$ cat src/hw/rtl/wpsp_pkg.sv
`default_nettype none

package wpsp_pkg;

  // Largest accepted file and the smallest possible header-complete file
  localparam int unsigned MaxFileBytes = 67108864;
  localparam int unsigned PosWidth     = $clog2(MaxFileBytes + 2);
  localparam logic [PosWidth-1:0] MAX_FILE_BYTES = PosWidth'(MaxFileBytes);
  localparam logic [PosWidth-1:0] MIN_FILE_BYTES = PosWidth'(44);
  localparam logic [PosWidth-1:0] FILE_HDR_BYTES = PosWidth'(12);

  // Tags, little-endian as they arrive
  localparam logic [31:0] TAG_RIFF = 32'h4646_4952;
  localparam logic [31:0] TAG_WAVE = 32'h4556_4157;
  localparam logic [31:0] TAG_FMT  = 32'h2074_6D66;
  localparam logic [31:0] TAG_DATA = 32'h6174_6164;

  localparam logic [31:0] RATE_RESET = 32'd16000;

  localparam int unsigned CountWidth = 26;
  localparam logic [CountWidth-1:0] SAMPLE_CAP = {CountWidth{1'b1}};

  // Bytes of the fmt chunk held for the shape check (the last one is checked live)
  localparam int unsigned FmtStoreDepth = 15;
  localparam logic [31:0] FMT_CHECK_OFF = 32'd15;

  // Verdict codes
  localparam logic [3:0] VERDICT_OK        = 4'd0;
  localparam logic [3:0] VERDICT_SIZE      = 4'd1;
  localparam logic [3:0] VERDICT_TAGS      = 4'd2;
  localparam logic [3:0] VERDICT_RIFF_SIZE = 4'd3;
  localparam logic [3:0] VERDICT_OVERRUN   = 4'd4;
  localparam logic [3:0] VERDICT_FMT_DUP   = 4'd5;
  localparam logic [3:0] VERDICT_FMT_SHAPE = 4'd6;
  localparam logic [3:0] VERDICT_DATA_BAD  = 4'd7;
  localparam logic [3:0] VERDICT_MISSING   = 4'd8;

  // Result kinds
  localparam logic KIND_SAMPLE  = 1'b0;
  localparam logic KIND_VERDICT = 1'b1;

  // Output queue
  localparam int unsigned QueueDepth = 4;
  localparam int unsigned QPtrWidth  = $clog2(QueueDepth);
  localparam int unsigned QCntWidth  = $clog2(QueueDepth + 1);

  // Chunk walk phase
  typedef enum logic [2:0] {
    PH_HEADER  = 3'b001,
    PH_PAYLOAD = 3'b010,
    PH_PAD     = 3'b100
  } phase_e;

  typedef struct packed {
    logic [7:0] byte_value;
    logic       final_byte;
  } in_item_t;

  typedef struct packed {
    logic                   result_kind;
    logic signed [15:0]     pcm_sample;
    logic [3:0]             verdict;
    logic [CountWidth-1:0]  samples_seen;
    logic                   last_result;
  } result_t;

  // Up to two results per byte: a sample, then the verdict
  typedef struct packed {
    logic    sample_vld;
    logic    verdict_vld;
    result_t sample;
    result_t verdict;
  } push_t;

endpackage

`default_nettype wire

$ cat src/hw/rtl/wpsp_parse.sv
`default_nettype none

module wpsp_parse
  import wpsp_pkg::*;
(
  input  wire logic        clk_i,
  input  wire logic        rst_ni,
  input  wire logic        cfg_we_i,
  input  wire logic [31:0] cfg_wdata_i,
  input  wire logic        go_i,
  input  wire in_item_t    item_i,
  output push_t            push_o
);

  logic [31:0]          rate_q;
  logic [PosWidth-1:0]  pos_q, pos_d;
  logic [31:0]          decl_len_q, decl_len_d;
  logic                 tag_bad_q, tag_bad_d;
  phase_e               phase_q, phase_d;
  logic [31:0]          chunk_tag_q, chunk_tag_d;
  logic [31:0]          chunk_len_q, chunk_len_d;
  logic [31:0]          left_q, left_d;
  logic [2:0]           hdr_idx_q, hdr_idx_d;
  logic                 fmt_found_q, fmt_found_d;
  logic                 data_found_q, data_found_d;
  logic [3:0]           pend_err_q, pend_err_d;
  logic [3:0]           comm_err_q, comm_err_d;
  logic [7:0]           low_byte_q, low_byte_d;
  logic [CountWidth-1:0] total_q, total_d;
  logic [7:0]           fmt_store_q [FmtStoreDepth];

  logic [7:0]  b;
  logic [31:0] off;
  logic [31:0] full_len;
  logic [31:0] left_dec;
  logic        fmt_wr;
  logic        fmt_bad;
  logic        finish;
  logic [3:0]  verdict;
  logic [PosWidth:0] riff_plus;

  assign b        = item_i.byte_value;
  assign off      = chunk_len_q - left_q;
  assign full_len = {b, chunk_len_q[23:0]};
  assign left_dec = left_q - 32'd1;

  // fmt shape: byte 15 is the current byte
  assign fmt_bad = ({fmt_store_q[1], fmt_store_q[0]} != 16'd1) ||
                   ({fmt_store_q[3], fmt_store_q[2]} != 16'd1) ||
                   ({fmt_store_q[7], fmt_store_q[6], fmt_store_q[5], fmt_store_q[4]}
                    != rate_q) ||
                   ({fmt_store_q[13], fmt_store_q[12]} != 16'd2) ||
                   ({b, fmt_store_q[14]} != 16'd16);

  // Byte walk
  always_comb begin
    pos_d        = pos_q;
    decl_len_d   = decl_len_q;
    tag_bad_d    = tag_bad_q;
    phase_d      = phase_q;
    chunk_tag_d  = chunk_tag_q;
    chunk_len_d  = chunk_len_q;
    left_d       = left_q;
    hdr_idx_d    = hdr_idx_q;
    fmt_found_d  = fmt_found_q;
    data_found_d = data_found_q;
    pend_err_d   = pend_err_q;
    comm_err_d   = comm_err_q;
    low_byte_d   = low_byte_q;
    total_d      = total_q;
    fmt_wr       = 1'b0;
    finish       = 1'b0;
    push_o       = '0;
    push_o.sample.result_kind  = KIND_SAMPLE;
    push_o.verdict.result_kind = KIND_VERDICT;
    push_o.verdict.last_result = 1'b1;

    if (pos_q < FILE_HDR_BYTES) begin
      // File header: tags and RIFF size
      if (pos_q < PosWidth'(4)) begin
        if (b != TAG_RIFF[{pos_q[1:0], 3'b000} +: 8]) tag_bad_d = 1'b1;
      end else if (pos_q < PosWidth'(8)) begin
        decl_len_d[{pos_q[1:0], 3'b000} +: 8] = b;
      end else if (b != TAG_WAVE[{pos_q[1:0], 3'b000} +: 8]) begin
        tag_bad_d = 1'b1;
      end
    end else begin
      unique case (phase_q)
        PH_HEADER: begin
          if (!hdr_idx_q[2]) begin
            chunk_tag_d[{hdr_idx_q[1:0], 3'b000} +: 8] = b;
          end else begin
            chunk_len_d[{hdr_idx_q[1:0], 3'b000} +: 8] = b;
          end
          hdr_idx_d = hdr_idx_q + 3'd1;
          if (hdr_idx_q == 3'd7) begin
            // Open the chunk
            pend_err_d = VERDICT_OK;
            if (chunk_tag_q == TAG_FMT) begin
              if (fmt_found_q || (full_len < 32'd16)) pend_err_d = VERDICT_FMT_DUP;
              else fmt_found_d = 1'b1;
            end else if (chunk_tag_q == TAG_DATA) begin
              if (data_found_q || (full_len == 32'd0) || full_len[0]) begin
                pend_err_d = VERDICT_DATA_BAD;
              end else begin
                data_found_d = 1'b1;
              end
            end
            chunk_len_d = full_len;
            left_d      = full_len;
            phase_d     = PH_PAYLOAD;
            finish      = (full_len == 32'd0);
          end
        end
        PH_PAYLOAD: begin
          if ((chunk_tag_q == TAG_FMT) && (pend_err_q == VERDICT_OK) && (off < 32'd16)) begin
            fmt_wr = (off != FMT_CHECK_OFF);
            if ((off == FMT_CHECK_OFF) && fmt_bad) pend_err_d = VERDICT_FMT_SHAPE;
          end else if ((chunk_tag_q == TAG_DATA) && (pend_err_q == VERDICT_OK)) begin
            if (off[0]) begin
              push_o.sample_vld        = 1'b1;
              push_o.sample.pcm_sample = {b, low_byte_q};
              if (total_q != SAMPLE_CAP) total_d = total_q + CountWidth'(1);
            end else begin
              low_byte_d = b;
            end
          end
          left_d = left_dec;
          finish = (left_dec == 32'd0);
        end
        PH_PAD: begin
          phase_d = PH_HEADER;
        end
        default: begin
          phase_d = PH_HEADER;
        end
      endcase
    end

    // Close the chunk
    if (finish) begin
      if (comm_err_q == VERDICT_OK) comm_err_d = pend_err_d;
      phase_d     = chunk_len_d[0] ? PH_PAD : PH_HEADER;
      chunk_tag_d = '0;
      chunk_len_d = '0;
      left_d      = '0;
      pend_err_d  = VERDICT_OK;
    end

    if (pos_q <= MAX_FILE_BYTES) pos_d = pos_q + PosWidth'(1);

    // Verdict
    riff_plus = {1'b0, decl_len_d[PosWidth-1:0]} + (PosWidth+1)'(8);
    if ((pos_d < MIN_FILE_BYTES) || (pos_d > MAX_FILE_BYTES)) begin
      verdict = VERDICT_SIZE;
    end else if (tag_bad_d) begin
      verdict = VERDICT_TAGS;
    end else if ((decl_len_d[31:PosWidth] != '0) || (riff_plus > {1'b0, pos_d})) begin
      verdict = VERDICT_RIFF_SIZE;
    end else if (comm_err_d != VERDICT_OK) begin
      verdict = comm_err_d;
    end else if (phase_d == PH_PAYLOAD) begin
      verdict = VERDICT_OVERRUN;
    end else if (!fmt_found_d || !data_found_d) begin
      verdict = VERDICT_MISSING;
    end else begin
      verdict = VERDICT_OK;
    end
    push_o.verdict.verdict      = verdict;
    push_o.verdict.samples_seen = total_d;
    push_o.verdict_vld          = item_i.final_byte;

    // New file after the verdict
    if (item_i.final_byte) begin
      pos_d        = '0;
      decl_len_d   = '0;
      tag_bad_d    = 1'b0;
      phase_d      = PH_HEADER;
      chunk_tag_d  = '0;
      chunk_len_d  = '0;
      left_d       = '0;
      hdr_idx_d    = '0;
      fmt_found_d  = 1'b0;
      data_found_d = 1'b0;
      pend_err_d   = VERDICT_OK;
      comm_err_d   = VERDICT_OK;
      low_byte_d   = '0;
      total_d      = '0;
    end
  end

  // Configuration register
  always_ff @(posedge clk_i or negedge rst_ni) begin
    if (!rst_ni) begin
      rate_q <= RATE_RESET;
    end else if (cfg_we_i) begin
      rate_q <= cfg_wdata_i;
    end
  end

  // File state
  always_ff @(posedge clk_i or negedge rst_ni) begin
    if (!rst_ni) begin
      pos_q        <= '0;
      decl_len_q   <= '0;
      tag_bad_q    <= 1'b0;
      phase_q      <= PH_HEADER;
      chunk_tag_q  <= '0;
      chunk_len_q  <= '0;
      left_q       <= '0;
      hdr_idx_q    <= '0;
      fmt_found_q  <= 1'b0;
      data_found_q <= 1'b0;
      pend_err_q   <= VERDICT_OK;
      comm_err_q   <= VERDICT_OK;
      low_byte_q   <= '0;
      total_q      <= '0;
    end else if (go_i) begin
      pos_q        <= pos_d;
      decl_len_q   <= decl_len_d;
      tag_bad_q    <= tag_bad_d;
      phase_q      <= phase_d;
      chunk_tag_q  <= chunk_tag_d;
      chunk_len_q  <= chunk_len_d;
      left_q       <= left_d;
      hdr_idx_q    <= hdr_idx_d;
      fmt_found_q  <= fmt_found_d;
      data_found_q <= data_found_d;
      pend_err_q   <= pend_err_d;
      comm_err_q   <= comm_err_d;
      low_byte_q   <= low_byte_d;
      total_q      <= total_d;
    end
  end

  // fmt bytes, no reset: read only once written for the current chunk
  always_ff @(posedge clk_i) begin
    if (go_i && fmt_wr) begin
      fmt_store_q[off[3:0]] <= b;
    end
  end

endmodule

`default_nettype wire

$ cat src/hw/rtl/wpsp_out_queue.sv
`default_nettype none

module wpsp_out_queue
  import wpsp_pkg::*;
(
  input  wire logic    clk_i,
  input  wire logic    rst_ni,
  input  wire logic    push_en_i,
  input  wire push_t   push_i,
  output logic         room_o,
  output logic         out_valid_o,
  input  wire logic    out_stall_i,
  output result_t      out_data_o
);

  result_t              mem_q [QueueDepth];
  logic [QPtrWidth-1:0] wr_ptr_q, rd_ptr_q;
  logic [QCntWidth-1:0] cnt_q;
  logic                 pop;
  logic                 wr0, wr1;
  logic [QPtrWidth-1:0] wr1_ptr;
  logic [QCntWidth-1:0] n_push;

  assign wr0     = push_en_i && push_i.sample_vld;
  assign wr1     = push_en_i && push_i.verdict_vld;
  assign wr1_ptr = wr_ptr_q + QPtrWidth'(wr0);
  assign n_push  = QCntWidth'(wr0) + QCntWidth'(wr1);

  assign out_valid_o = (cnt_q != '0);
  assign out_data_o  = mem_q[rd_ptr_q];
  assign pop         = out_valid_o && !out_stall_i;
  // Space for the worst case of two results
  assign room_o      = (cnt_q <= QCntWidth'(QueueDepth - 2));

  // Pointers and fill count
  always_ff @(posedge clk_i or negedge rst_ni) begin
    if (!rst_ni) begin
      wr_ptr_q <= '0;
      rd_ptr_q <= '0;
      cnt_q    <= '0;
    end else begin
      wr_ptr_q <= wr_ptr_q + QPtrWidth'(n_push);
      rd_ptr_q <= rd_ptr_q + QPtrWidth'(pop);
      cnt_q    <= cnt_q + n_push - QCntWidth'(pop);
    end
  end

  // Entries, sample before verdict
  always_ff @(posedge clk_i) begin
    if (wr0) mem_q[wr_ptr_q] <= push_i.sample;
    if (wr1) mem_q[wr1_ptr]  <= push_i.verdict;
  end

endmodule

`default_nettype wire

$ cat src/hw/rtl/wav_pcm16_stream_parser.sv
`default_nettype none

// Byte-stream parser for RIFF/WAVE files holding mono 16-bit PCM. One file byte
// is taken per clock unless input stalls; the byte is registered, then parsed
// and its results queued, so one byte per cycle is sustained while the queue has
// room. A byte gives at most one sample result (on the high byte of each sample
// of the accepted data chunk), and the byte marked final adds a verdict result
// after it. The output queue holds four results and drains one per cycle, so
// input stalls only when the queue cannot take two more, which happens only while
// the consumer stalls. Samples are sent even for files that later fail; discard
// them unless the verdict is 0. Write the expected sample rate only while idle.
module wav_pcm16_stream_parser
  import wpsp_pkg::*;
(
  input  wire logic        clk_i,
  input  wire logic        rst_ni,
  input  wire logic        cfg_we_i,
  input  wire logic [31:0] cfg_wdata_i,
  input  wire logic        in_valid_i,
  output logic             in_stall_o,
  input  wire in_item_t    in_data_i,
  output logic             out_valid_o,
  input  wire logic        out_stall_i,
  output result_t          out_data_o
);

  logic     in_valid_q;
  in_item_t in_data_q;
  logic     room;
  logic     go;
  push_t    push;

  assign go         = in_valid_q && room;
  assign in_stall_o = in_valid_q && !room;

  // Input register
  always_ff @(posedge clk_i or negedge rst_ni) begin
    if (!rst_ni) begin
      in_valid_q <= 1'b0;
    end else if (!in_stall_o) begin
      in_valid_q <= in_valid_i;
    end
  end

  always_ff @(posedge clk_i) begin
    if (!in_stall_o && in_valid_i) begin
      in_data_q <= in_data_i;
    end
  end

  wpsp_parse u_parse (
    .clk_i       (clk_i),
    .rst_ni      (rst_ni),
    .cfg_we_i    (cfg_we_i),
    .cfg_wdata_i (cfg_wdata_i),
    .go_i        (go),
    .item_i      (in_data_q),
    .push_o      (push)
  );

  wpsp_out_queue u_out_queue (
    .clk_i       (clk_i),
    .rst_ni      (rst_ni),
    .push_en_i   (go),
    .push_i      (push),
    .room_o      (room),
    .out_valid_o (out_valid_o),
    .out_stall_i (out_stall_i),
    .out_data_o  (out_data_o)
  );

endmodule

`default_nettype wire
$ cat config.mk
export PLATFORM = sky130hd
export DESIGN_NAME = wav_pcm16_stream_parser
export DESIGN_NICKNAME = d
export VERILOG_FILES = /design/src/hw/rtl/wpsp_pkg.sv /design/src/hw/rtl/wpsp_parse.sv /design/src/hw/rtl/wpsp_out_queue.sv /design/src/hw/rtl/wav_pcm16_stream_parser.sv
export SDC_FILE = /design/constraint.sdc
export NUM_CORES = 1
export LEC_CHECK = 0
export BUFFER_PORTS_ARGS = -buffer_cell sky130_fd_sc_hd__buf_2
export CELL_PAD_IN_SITES_DETAIL_PLACEMENT = 1
export CELL_PAD_IN_SITES_GLOBAL_PLACEMENT = 2
export CORE_MARGIN = 10
export CORE_UTILIZATION = 37
export DETAILED_ROUTE_END_ITERATION = 10
export PLACE_DENSITY = 0.79
export SETUP_SLACK_MARGIN = 0.3
export SLEW_MARGIN = 25
export SYNTH_ARGS = -nofsm -noshare
export SYNTH_HDL_FRONTEND = slang
export SYNTH_SLANG_ARGS = --single-unit
export TNS_END_PERCENT = 5
$ cat constraint.sdc
create_clock -name clk_i -period 5.3 [get_ports clk_i]
set_input_delay 1.06 -clock clk_i [delete_from_list [all_inputs] [get_ports clk_i]]
set_output_delay 1.06 -clock clk_i [all_outputs]
set_load 0.02 [all_outputs]
### After elaboration in Yosys (flattened, before gate mapping)

Memories as Yosys holds them, arrays and structs flattened.
Cells that the tools add are included.

| word-level totals | value |
|---|---|
| flip-flop bits (word level) | 255 |
| bits in writable memories | 312 |
| bits of input ports | 46 |
| output and inout bits | 50 |
| logic and storage cells | 232 |
| memories kept | 2 |

Memories:

| name | depth | bits a word | rd ports | clocked after Yosys merged registers in | wr ports | line | RTL |
|---|---|---|---|---|---|---|---|
| u_out_queue.mem_q | 4 | 48 | 1 | 0 | 2 | wpsp_out_queue.sv:16 | `result_t mem_q [QueueDepth];` |
| u_parse.fmt_store_q | 15 | 8 | 11 | 0 | 1 | wpsp_parse.sv:30 | `logic [7:0] fmt_store_q [FmtStoreDepth];` |

| cells by class | value |
|---|---|
| $add $sub $neg | 14 |
| magnitude comparators | 10 |
| equal/unequal tests | 23 |
| shift operators | 6 |
| mux-type cells | 108 |
| reduce and logical (&&, ||, !) cells | 46 |

Operator list:

| operator | number |
|---|---|
| two-way mux 32 bit | 19 |
| two-way mux 26 bit | 7 |
| bitwise mux 32 bit | 3 |
| two-way mux 16 bit | 5 |
| two-way mux 4 bit | 17 |
| logical NOT 32 bit | 2 |
| < comparator 32 x 5 -> 1 bit (second input constant) | 2 |
| one-hot mux 32 bit (2 select lines) | 1 |
| variable shift 8 x 7 -> 32 bit (first input constant) | 2 |
| variable part select 32 x 6 -> 8 bit (first input constant) | 2 |
| variable part select 8 x 7 -> 32 bit | 2 |
| < comparator 27 x 4 -> 1 bit (second input constant) | 2 |
| two-way mux 27 bit | 2 |
| two-way mux 8 bit | 6 |
| two-way mux 1 bit | 35 |
| equality test 32 x 30 -> 1 bit (second input constant) | 1 |
| equality test 32 x 31 -> 1 bit (second input constant) | 1 |
| equality test 32 x 4 -> 1 bit (second input constant) | 1 |
| inequality test 16 x 1 -> 1 bit (second input constant) | 2 |
| inequality test 32 bit | 1 |
| inequality test 32 x 4 -> 1 bit (second input constant) | 1 |
| subtractor 32 x 1 -> 32 bit (second input constant) | 1 |
| subtractor 32 bit | 1 |
| two-way mux 3 bit | 10 |
| 42 further kinds | 81 |

### Longest topological paths before layout

Gate-level depths: netlist of the first run.
An unclocked memory read counts as a cell.

| depth | value |
|---|---|
| depth after elaboration | 18 |
| depth in mapped cells | 28 |
| depth with buffers taken out | 26 |

### Hierarchy

Synthesis of the first run repeated with hierarchy kept, for this count alone.

| second synthesis, totals | value |
|---|---|
| cell total of the unflattened synthesis | 3072 |
| area total of the unflattened synthesis | 32409.8 um^2 |

Modules (own cells, without submodules):

| module | instances | cells each | area each (um^2) |
|---|---|---|---|
| wpsp_parse | 1 | 2236 | 21058.9 |
| wpsp_out_queue | 1 | 821 | 11016.8 |
| wav_pcm16_stream_parser | 1 | 15 | 334.1 |

### Worst setup path after synthesis of the first run

Ideal clock, no wire load.

| path | value |
|---|---|
| kind | reg2reg |
| start | register u_parse.pos_q[0] |
| end | memory u_out_queue.mem_q[0][30] (netlist name), data pin |
| setup time | 265 ps |
| arrival | 5280 ps |
| required time | 5035 ps |
| slack | -245 ps |
| cell stages (with the launch flop) | 25 |
| period minus slack after synthesis | 5545 ps |
| cell sequence | dfrtp_1 > clkbuf_1 > clkinv_1 > ha_1 > nor3_1 > clkbuf_1 > nand2_1 > o21ai_0 > ha_1 > nand4_1 > mux2_2 > a2111o_1 > nor3_1 > xnor2_1 > ha_1 > nand4_1 > nor4_1 > o21ai_0 > nand4b_1 > o211ai_1 > o311ai_1 > nand2b_2 > o21ba_2 > a32oi_2 > nor2_1 |

RTL lines:

| what | line | RTL |
|---|---|---|
| start, declared | wpsp_parse.sv:16 | `logic [PosWidth-1:0] pos_q, pos_d;` |
| start signal, assigned | wpsp_parse.sv:219 | `pos_q <= pos_d;` |
| end, declared | wpsp_out_queue.sv:16 |  |

==> results of run 1 <==
flip-flops by register name, indices dropped and copies added, names as in the netlist, 9 cells and up:
| register | count |
|---|---|
| u_parse.fmt_store_q | 88 |
| u_parse.total_q | 26 |
| u_parse.pos_q | 27 |
| u_parse.chunk_len_q | 32 |
| u_parse.decl_len_q | 32 |
| u_parse.chunk_tag_q | 32 |
| in_data_q | 9 |
| u_parse.left_q | 32 |
| u_parse.rate_q | 32 |
| u_out_queue.mem_q | 188 |
cells in the final DEF, fill, tap and decap left out, drive strengths merged, types with 24 or more instances in the layout:
master  Yosys  final
a21oi     184    184
a22o       51     51
a22oi      32     32
and2       32     32
and3       33     33
buf        55    274
clkbuf    128     75
clkinv      2     26
dfrtp     239    239
dfxtp      68     68
edfxtp    217    217
ha         84     84
inv        74     75
mux2       38     38
mux2i      27     27
mux4       47     47
nand2     408    408
nand3      73     73
nand4      70     70
nor2      262    262
nor3       85     85
nor4       65     65
o21a       24     24
o21ai     215    215
xnor2      78     78
xor2       52     52
power by group:
group	internal [uW]	leakage [uW]	switching (uW)
registers	4670	0.00576	422
logic	1480	0.00633	2680
clock network	2380	0.000949	1810
total	8540	0.0130	4910
cell type report:
| type | count | area share (%) |
|---|---|---|
| Multi-Input combinational cell | 2186 | 42.65 |
| Sequential cell | 531 | 41.32 |
| Timing Repair Buffer | 274 | 5.534 |
| Clock buffer | 75 | 4.695 |
| Tap cell | 1050 | 3.863 |
| Clock inverter | 35 | 1.093 |
| Inverter | 76 | 0.8426 |
| Antenna cell | 1 | 0.007359 |
path summary, 6_finish.rpt:
| kind | slack (ps) | from | cells after the start | endpoint |
|---|---|---|---|---|
| hold reg to reg | 450 | u_out_queue.mem_q[0][33]$_SDFFE_PP0P_ | 2 | u_out_queue.mem_q[0][33]$_SDFFE_PP0P_ |
| min in group asynchronous | 470 | rst_ni | 1 | u_parse.chunk_len_q[12]$_DFFE_PN0P_ |
| setup / recovery | 110 | u_parse.pos_q[8]$_DFFE_PN0P_ | 25 | u_out_queue.mem_q[0][30]$_DFFE_PP_ |
| hold / removal | 450 | u_out_queue.mem_q[0][33]$_SDFFE_PP0P_ | 2 | u_out_queue.mem_q[0][33]$_SDFFE_PP0P_ |
| max in group asynchronous | 3580 | rst_ni | 2 | u_parse.pos_q[22]$_DFFE_PN0P_ |
| setup reg to reg | 110 | u_parse.pos_q[8]$_DFFE_PN0P_ | 25 | u_out_queue.mem_q[0][30]$_DFFE_PP_ |
worst reg2reg max path, stage by stage, from the launching register on:
cell and delay (ps):
dfrtp_1 390, nor2_1 300, nand4_1 280, nor3_4 270, nand2_4 120, nor2_4 110
a21oi_2 50, inv_2 70, ha_4 140, nand4_1 100, mux2_4 290, a2111o_1 370
buf_6 170, buf_6 110, xor2_1 130, ha_1 310, nand4_1 140, nor4_2 320
o21ai_1 130, nand4b_1 100, o211ai_1 190, o311ai_2 150, nand2b_4 220, o21ba_4 170
a32oi_4 220, nor2_1 70
kinds of logic after synthesis:
group                      share of synthesized area [%]
muxes                                              5.972
buffers and inverters                              3.994
DFF                                                47.74
and+or+nand+nor                                    19.74
adders and majority gates                          3.709
AOI/OAI and AO/OA                                  14.97
xor gates and xnor gates                           3.871
repair_timing:
action | 4_1_cts | 5_1_grt
endpoints found under the setup margin | 81 | 120
endpoints found under the hold margin | 0 | 0
gates resized for setup | 27 | 26
pin swaps | 27 | 10
buffers inserted | 12 | 4
per-layer routing:
metal,wire (um),vias up
met4,2155,4
met2,50800,533
met5,27,-
li1,-,11210
met1,45680,12900
met3,4489,138
per-stage QoR:
step	total power, uW	cell area [um2]
finish	13450	34010
global route	14100	34000
CTS	13510	33880
detailed placement	9258	31700
global placement	9123	31700
floorplan	7684	29500
==> metrics.txt, run 1 <==
total gr overflow 0; clk sinks 531; routed length per instance 24.40 um; DRT Wirelength 103200 um; Final Util 43.12%; setup TNS 0 ps; Syn Nets 3110; largest cells by area after synthesis edfxtp_1 22%, dfrtp_1 20%, nand2_1 5.2%; register area share after synthesis 47.74%; top cells by count, synth 407 x nand2_1, 261 x nor2_1, 239 x dfrtp_1, 217 x edfxtp_1, 206 x o21ai_0; most common cell in the netlist nand2_1; drt drc 0; IO buf count 95; Die W 302.0 um; vias in the first global route 26400; worst-path maximum fanout 4; via-per-instance ratio 5.862; largest net degree at the start of global routing 108; CP peak stage delay 390 ps; layout cells sized above 1 17.88%; GR Util met1 29.60%; Antenna Nets Post-Route 0; first-pass GRT wire length 160000 um; fin worst setup slack 105.8 ps; fillers 8810; Synth Area per Inst 9.878 um2; PD cells 395.5 nW/um2; total number of vias 24790; Post-DP HPWL 71600 um; clock root buffer clkbuf_16; Non-Filler Instances 4228; chip height 302.0 um; Unique masters post-synth 112; # hold bufs at CTS 0; Max Slew Vio Count 0; Clk pin slew, worst setup/hold paths 60 ps; endpoint type of the worst setup path flop; VDD IR max 0.0002559 V; multi-input logic area 14500 um2; most frequent CP cell nand4_1; GR Util All Layers 22.23%; status completed; IO Pins 96; Die ar. 91180 um2; Worst-Margin Slew 1135 ps; dominant cell type by area after synthesis edfxtp_1; met3 Use GR 2.688%; CP delay by family, top simple AND/OR/NAND/NOR gates; cell count after synthesis 2978; fin nets 3259; Cells after DPL 4101; gpl congestion 0.9070; H-tree lvl count 2; DRT Pass-1 Iters 7; final period utilization 98.00%; Async SR Flop Fraction 46.33%; FF+latch area 14050 um2; Peak Freq 192.5 MHz; WP data required 5670 ps; Syn. warnings 0; EDFF count, synth 217; Synth top area share 22.15%; Seq cells post-synth 531; fin crit period 5194 ps; Critical Setup Path Class reg -> reg; Min Hold Slack 452.3 ps; Bufs and invs on worst path 3; Rel. slew slack 23.65%; Hold WC Path Type reg -> reg; Max-cap violations 0; Longest Clk Path Bufs 3; initial core utilization 37.30%; Num CTS Buffers 58; Iter 0 DRT Violations 1706; GR Layer Usage met2 38.01%; Area Overhead vs Synth 15.61%; Lkg Pwr 0.01304 uW; initial antenna violation count 5; setup violators final 0; Crit-path slowest cell dfrtp_1; RSZ-0062 raised after global routing yes; dominant synthesized flop cell dfrtp_1; clock skew 19.80 ps; core box area 78870 um2; DP Worst Slack -279.1 ps; CTS tree done; worst skew pair latency 640 ps; Cell Rows 103; final hold vios 0; CP Launch Type flop; Worst EP arrival 5570 ps; Cell Area, Synth 29420 um2; Most Used Layer, Global Route met2
(Power assumes the default switching activity.)
==> run 2, diff against run 1 <==
SETUP_SLACK_MARGIN = 0.05   (was 0.3)
==> metrics.txt, run 2 (synthesis results as in run 1) <==
worst-path maximum fanout 4; combinational group share of total power 30.8%; PD cells 400.7 nW/um2; endpoint type of the worst setup path flop; drt drc 0; final hold vios 0; IO Pins 96; Cell Int Power 8710 uW; Reg power frac 37.2%; fin worst setup slack 42.49 ps; clk sinks 531; Clk pin slew, worst setup/hold paths 60 ps; setup TNS 0 ps; reg2reg start u_parse.pos_q[4]$_DFFE_PN0P_; DRT Wirelength 101500 um; final period utilization 99.20%; first-pass GRT wire length 157000 um; VDD IR max 0.0002639 V; Longest Clk Path Bufs 3; switching part of the total 36.05%; Antenna Nets Post-Route 0; via-per-instance ratio 5.832; chip height 302.0 um; multi-input logic area 14470 um2; clock root buffer clkbuf_16; Area Overhead vs Synth 15.56%; IO buf count 95; Cell Rows 103; Critical Setup Path Class reg -> reg; Peak Freq 190.2 MHz; RR Endpoint u_out_queue.mem_q[1][30]$_DFFE_PP_; setup violators final 0; WP data required 5650 ps; H-tree lvl count 2; most common cell after layout, fill and taps aside nand2_1; Lkg Pwr 0.01305 uW; CP Launch Type flop; DP Worst Slack -363.3 ps; gpl congestion 0.8779; routed length per instance 24.01 um; core box area 78870 um2; status completed; Max-cap violations 0; Worst EP arrival 5610 ps; vias in the first global route 25940; Max Slew Vio Count 0; clock skew 40.24 ps; Net Sw Power 4911 uW; Iter 0 DRT Violations 1763; most frequent cells in the layout 404 x nand2_1, 256 x nor2_1, 237 x dfrtp_1, 217 x edfxtp_1, 201 x o21ai_0; Num CTS Buffers 58; Final Util 43.10%; clock power share 32.0%; Die W 302.0 um; largest net degree at the start of global routing 112; initial core utilization 37.30%; Die ar. 91180 um2; initial antenna violation count 8; CTS tree done; GR Util All Layers 21.78%; R2R setup slack 40 ps; r2r worst-path depth 24; layout cells sized above 1 17.67%; max reg flops 188; Hold WC Path Type in -> async; RSZ-0062 raised after global routing yes; total gr overflow 0; largest register by flop count u_out_queue.mem_q; total number of vias 24640; fillers 8847; Post-DP HPWL 70560 um; fin crit period 5258 ps; FF+latch area 14050 um2; worst skew pair latency 650 ps; Worst-Margin Slew 990.7 ps; fin nets 3256; Rel. slew slack 33.95%; DRT Pass-1 Iters 5
-- run 2: changes by cell type in the layout (fill, tap and decap cells not counted), sizes merged --
cell,change
bufinv,+4
clkinvlp,-3
clkbuf,+2
clkinv,-7
buf,-3
inv,+4
-- run 2: per-stage QoR --
step / std cells / hold slack, ps / instance area [um2] / total power (uW)
CTS: 4214 / 450.8 / 33790 / 13660
global placement: 4100 / 429.1 / 31620 / 9102
floorplan: 2978 / 418.5 / 29450 / 7659
global route: 4224 / 471.0 / 33990 / 14300
detailed placement: 4100 / 441.1 / 31620 / 9244
finish: 4225 / 416.6 / 33990 / 13620
-- run 2: power by group through the flow --
stage	Sequential [uW]	Combinational, uW	Clock [uW]
3_5_place_dp	5130	4120	0
3_3_place_gp	5100	4000	0
4_1_cts	5050	4160	4450
5_1_grt	5100	4570	4630
6_report	5060	4200	4360
2_1_floorplan	4930	2720	0
-- run 2: how the worst max path moves through the flow --
stage | end | depth (start not counted) | start
3_5_place_dp | u_out_queue.mem_q[0][30]$_DFFE_PP_ | 22 | u_parse.pos_q[12]$_DFFE_PN0P_
2_1_floorplan | u_out_queue.mem_q[0][30]$_DFFE_PP_ | 25 | u_parse.pos_q[0]$_DFFE_PN0P_
6_report | u_out_queue.mem_q[1][30]$_DFFE_PP_ | 24 | u_parse.pos_q[4]$_DFFE_PN0P_
5_1_grt | u_out_queue.mem_q[1][30]$_DFFE_PP_ | 24 | u_parse.pos_q[4]$_DFFE_PN0P_
3_3_place_gp | u_out_queue.mem_q[0][30]$_DFFE_PP_ | 23 | u_parse.pos_q[12]$_DFFE_PN0P_
4_1_cts | u_out_queue.mem_q[1][30]$_DFFE_PP_ | 23 | u_parse.pos_q[10]$_DFFE_PN0P_
-- run 2: final cells by class --
class / instances / share of cell area, %
Inverter: 76 / 0.8429
Tap cell: 1050 / 3.865
Clock inverter: 33 / 1.399
Sequential cell: 531 / 41.32
Antenna cell: 1 / 0.007361
Timing Repair Buffer: 271 / 5.385
Multi-Input combinational cell: 2186 / 42.57
Clock buffer: 77 / 4.608
-- run 2: layer usage --
| layer | vias to the layer above | part of all wire, % | GRT usage [%] |
|---|---|---|---|
| met5 | - | 0.039 | 0 |
| met4 | 6 | 2.1 | 5.482 |
| met3 | 155 | 4.9 | 2.716 |
| met2 | 588 | 48 | 36.46 |
| met1 | 12700 | 45 | 29.60 |
| li1 | 11200 | - | - |
-- run 2: critical path: stages (launching register included) --
cell and delay, ps:
dfrtp_1 390, nor4_2 260, nand4_1 210, nor3_4 280
nand2_2 140, nor2_2 140, a21oi_2 50, inv_2 70
ha_4 140, nand4_1 80, mux2_4 300, a2111o_1 410
nor3_2 250, xnor2_1 110, ha_1 310, nand4_1 170
nor4_2 360, o21ai_1 130, nand4b_1 100, o211ai_1 190
o311ai_2 150, nand2b_4 220, o21ba_2 180, a32oi_4 240
nor2_1 90
-- run 2: what timing repair did --
action | in CTS | in global routing
resized for setup | 22 | 28
cloned | 0 | 0
endpoints found under the setup margin | 16 | 53
hold buffers | 0 | 0
pin swaps | 24 | 30
setup buffers | 4 | 10
